### src/design/swm_pkg.sv
// Shared constants, types and helpers of the sliding window median filter.
`default_nettype none

package swm_pkg;

    localparam int WINDOW_MAX = 32;
    localparam int SAMPLE_W   = 32;
    localparam int AGE_W      = $clog2(WINDOW_MAX);
    localparam int IDX_W      = $clog2(WINDOW_MAX);
    localparam int CNT_W      = $clog2(WINDOW_MAX + 1);
    localparam int WS_W       = 6;

    localparam logic [WS_W-1:0] WS_RESET = WS_W'(3);

    typedef logic signed [SAMPLE_W-1:0] sample_t;
    typedef logic [AGE_W-1:0]           age_t;
    typedef logic [CNT_W-1:0]           cnt_t;
    typedef logic [IDX_W-1:0]           idx_t;
    typedef logic [WS_W-1:0]            ws_t;

    // Broadcast from the control logic to every cell
    typedef struct packed {
        logic    fire;
        logic    evict;
        age_t    old_age;
        sample_t x;
    } swm_bcast_t;

    // Stored entry handed from a cell to its left neighbor
    typedef struct packed {
        sample_t val;
        age_t    age;
    } swm_entry_t;

    // Entry after eviction, handed from a cell to its right neighbor
    typedef struct packed {
        sample_t val;
        age_t    age;
        logic    le;
        logic    del;
    } swm_link_t;

    // Clamp the programmed window size to 1 .. WINDOW_MAX
    function automatic cnt_t eff_size(input ws_t ws);
        cnt_t k;
        if (ws == '0)
        begin
            k = CNT_W'(1);
        end
        else if (32'(ws) > WINDOW_MAX)
        begin
            k = CNT_W'(WINDOW_MAX);
        end
        else
        begin
            k = CNT_W'(ws);
        end
        return k;
    endfunction

endpackage

`default_nettype wire

### src/design/swm_cell.sv
// One cell of the sorted window row: holds one entry and its age.
`default_nettype none

module swm_cell (
    input  wire logic               clk,
    input  wire swm_pkg::swm_bcast_t bc,
    input  wire logic               valid,
    input  wire logic               rvalid,
    input  wire swm_pkg::swm_link_t  left,
    input  wire swm_pkg::swm_entry_t right,
    output swm_pkg::swm_link_t       link_out,
    output swm_pkg::swm_entry_t      entry_out
);

    swm_pkg::sample_t val_reg;
    swm_pkg::sample_t val_next;
    swm_pkg::age_t    age_reg;
    swm_pkg::age_t    age_next;

    logic             own_del;
    logic             del;
    swm_pkg::sample_t r_val;
    swm_pkg::age_t    r_age;
    logic             r_le;

    // Mark the oldest entry for eviction
    assign own_del = bc.evict && valid && (age_reg == bc.old_age);
    assign del     = left.del || own_del;

    // Close the gap left by the evicted entry
    assign r_val = del ? right.val : val_reg;
    assign r_age = del ? right.age : age_reg;
    assign r_le  = rvalid && (r_val <= bc.x);

    // Hold, take the new sample, or take the left neighbor's entry
    always_comb
    begin
        if (r_le)
        begin
            val_next = r_val;
            age_next = r_age + swm_pkg::AGE_W'(1);
        end
        else if (left.le)
        begin
            val_next = bc.x;
            age_next = '0;
        end
        else
        begin
            val_next = left.val;
            age_next = left.age + swm_pkg::AGE_W'(1);
        end
    end

    // Update the entry on an input transfer
    always_ff @(posedge clk)
    begin
        if (bc.fire)
        begin
            val_reg <= val_next;
            age_reg <= age_next;
        end
    end

    assign link_out.val  = r_val;
    assign link_out.age  = r_age;
    assign link_out.le   = r_le;
    assign link_out.del  = del;
    assign entry_out.val = val_reg;
    assign entry_out.age = age_reg;

endmodule

`default_nettype wire

### config.mk
export PLATFORM = sky130hd
export DESIGN_NAME = swm_cell
export DESIGN_NICKNAME = d
export VERILOG_FILES = /design/src/design/swm_pkg.sv /design/src/design/swm_cell.sv
export SDC_FILE = /design/constraint.sdc
export NUM_CORES = 1
export LEC_CHECK = 0
export ABC_AREA = 1
export BUFFER_PORTS_ARGS = -buffer_cell sky130_fd_sc_hd__buf_4
export CORE_UTILIZATION = 40
export CTS_CLUSTER_DIAMETER = 80
export CTS_CLUSTER_SIZE = 16
export DETAILED_ROUTE_END_ITERATION = 6
export PLACE_DENSITY = 0.8
export SYNTH_ARGS = -nofsm -noshare
export SYNTH_HDL_FRONTEND = slang
export SYNTH_SLANG_ARGS = --single-unit
export TNS_END_PERCENT = 5
### constraint.sdc
create_clock -name clk -period 4.4 [get_ports clk]
set_clock_uncertainty 0.2 [all_clocks]
set_input_delay 0 -clock clk [delete_from_list [all_inputs] [get_ports clk]]
set_output_delay 0 -clock clk [all_outputs]
set_load 0.05 [all_outputs]
==> flow_summary.toml <==
[status]
outcome = "finished, violations left"
violations = "DRC"

[synth]
yosys-top-cells-count = "nand2_1 (133), inv_1 (58), nand3_1 (50)"
ys_seq_elements = 37
synth_flop_cell = "edfxtp_1"
synthMostInstantiatedCell = "nand2_1"
avgSynthCellArea_um2 = 7.449
ys_seq_area_share_pct = 30.32
synth_edf_count = 37
synth.top_cell.area_share_pct = 30.32
netlist_area_um2 = 3665
yosys.area.top_type = "edfxtp_1"
syn_nets = 644
synth_cells = 492
yosysWarnings = 0
synth-async-reset-ratio_pct = 0
yosys-top-cells-area = "edfxtp_1 (30%), nand2_1 (14%), ha_1 (12%), mux2_2 (9.8%), nand3_1 (6.8%)"
ys_types = 26

[clock_network]
cts.htree.levels = 2
clk_path_buf_depth = 2
clk_pin_slew_ps = 80
insertion_delay_ps = 280
cts_tree = "built"
root_buffer = "clkbuf_8"
cts_buffers = 5
clock_sinks = 37

[worst_setup_path]
cp_slowest_stage_delay_ps = 550
end_kind = "register"
cp-start-kind = "register"
cpMostUsedCell = "nand2_1"
crit_path_max_fanout = 37
slowest_stage = "dlygate4sd3_1"
rr_worst_depth = 20
reg2reg_slack_ps = 320
crit_type = "reg -> reg"
arrival_ps = 3920
crit_chain = "nand2_1, nand2_1, nor2_2, nand3_4, buf_12, nand2_8, mux2_2, ha_1, a21oi_1, o21ai_0, nor2_1, nand2_1, nand2_1, nand2_1, nand2_1, nand3_2, buf_8, nand3_1, nand2_1, dlygate4sd3_1"
cp.required_ps = 4240

[global_route]
grt_overflow = 0
grt_usage_pct = 25.54
grt_pass1_vias = 4392
grt_pass1_wl_um = 19780
antenna_found_initial = 0
grt_max_degree = 69

[cells_and_area]
n_antenna_cell = 0
n_fill_cell = 665
fin_nets = 907
final_core_util_pct = 69.22
multiInputGateArea_um2 = 2232
regArea_um2 = 1111
drive_gt1_share_pct = 34.13
largest_register_ffs = 32
synthToLayoutAreaGrowth_pct = 66.34

[power]
power.share.clock_pct = 13.3
p_leak_nw = 3.153
switching_share_pct = 45.82
power_frac_comb_pct = 59.1
p_int_mw = 0.9471
p_switching_mw = 0.8009
power_frac_seq_pct = 27.6
peakVddDrop_mv = 0.1488
power_density_nw_per_um2 = 286.7

[timing]
slew_headroom_pct = 48.98
rsz0062_at_grt = "false"
period_share_pct = 92.69
tightest_slew_ps = 764.5
slew_viol_final = 0
setup_violations = 0
max_clock_freq_mhz = 245.2
finalHoldViolCount = 0
fin_setup_tns_ps = 0
layout_min_cycle_time_ps = 4078

[worst_hold_path]
whs_path_depth = 4
hold_path.class = "in -> reg"

[drt]
viasPerCell = 5.186
drt.antenna.violating_nets = 0
drc = 24
wl_per_cell_um = 15.16
drt-total-wl_um = 13100
vias = 4481
drtPass1Iterations = 7
drt_iter0_drc = 228

[floorplan]
io_pins = 194
dieArea_um2 = 9548
die_y_um = 97.72
rows = 34
die_x_um = 97.72
coreArea_um2 = 8806
initial_core_util_pct = 41.62

[place]
place_congestion = 0.8661
port_buffers = 193
hpwl_um = 8133

[flow_run]
drv_cap = 0
-- cell type report --
type                       count  area share (%)
clock inverter                 3          0.2053
inverter                      59           3.633
tap                          108           2.217
timing repair buffer         279           37.97
multi-input combinational    373           36.62
sequential                    37           18.23
clock buffer                   5           1.129
-- per-stage QoR --
| stage | instances | hold slack, ps | power, mW | setup slack (ps) | instance area (um^2) |
|---|---|---|---|---|---|
| after floorplan | 492 | -87.50 | 1.133 | 713.5 | 3665 |
| after global placement | 771 | 193.3 | 1.392 | 641.6 | 5101 |
| after detailed placement | 771 | 194.9 | 1.414 | 500.8 | 5101 |
| after CTS | 859 | 1.056 | 1.717 | 59.70 | 5983 |
| after global routing | 864 | 10.70 | 1.835 | 111.0 | 6096 |
| final | 864 | 8.577 | 1.748 | 321.8 | 6096 |
-- final timing paths --
kind	end	startpoint
setup reg to reg	val_reg[18]	age_reg[0]
hold / removal	val_reg[3]	right[8]
setup / recovery	val_reg[18]	age_reg[0]
hold reg to reg	val_reg[14]	val_reg[14]
-- power groups by stage --
stage	sequential (mW)	combinational (mW)	clock [mW]
finish	0.483	1.03	0.232
global route	0.488	1.10	0.246
CTS	0.482	0.999	0.236
detailed placement	0.489	0.925	0
global placement	0.487	0.905	0
floorplan	0.636	0.497	0
-- kinds of logic (layout without fill, tap and decap cells) --
kind of cell | Yosys count | in the layout | synth area share, %
AOI/OAI and AO/OA | 51 | 51 | 7.272
xor gates and xnor gates | 4 | 4 | 0.9561
adders and majority gates | 34 | 34 | 11.61
buffers and inverters | 85 | 346 | 10.89
DFF | 37 | 37 | 30.32
muxes | 32 | 32 | 9.833
and+or+nand+nor | 249 | 252 | 29.12
-- routing by layer --
layer	global-route usage, %	vias up	share of wire [%]
met1	27.58	2076	38
met2	48.88	222	52
met5	0	-	0
li1	-	2149	-
met4	10.37	0	3.0
met3	4.460	34	6.9
-- critical path: cells and delay by family, from the launching register on --
kind	cells	cell delay, ps
AOI/OAI and AO/OA	2	260
adders and majority gates	1	320
buffers and inverters	3	940
DFF	1	440
muxes	1	390
and+or+nand+nor	13	1260
-- layout by cell type (no fill, tap or decap), types with 2 or more instances in the layout --
master,synthesis,final
buf_4,5,197
a21o_1,2,2
nor2_2,4,4
inv_1,58,58
xor2_1,3,3
mux2_2,32,32
nand4_1,5,5
dlygate4sd3_1,0,80
nand2_8,0,4
clkinv_1,0,2
nand2_2,8,7
o21ai_0,2,2
a21oi_1,44,43
ha_1,34,34
nand3_1,50,50
clkbuf_8,0,5
edfxtp_1,37,37
nand2_1,133,133
nor2_1,46,46
-- timing repair --
| item | 4_1_cts | 5_1_grt |
|---|---|---|
| setup buffers | 0 | 2 |
| endpoints found under the setup margin | 0 | 5 |
| gates resized for setup | 0 | 8 |
| endpoints found under the hold margin | 36 | 0 |
| hold buffers | 80 | 0 |
Note: power is estimated with default switching activity, not from simulation.
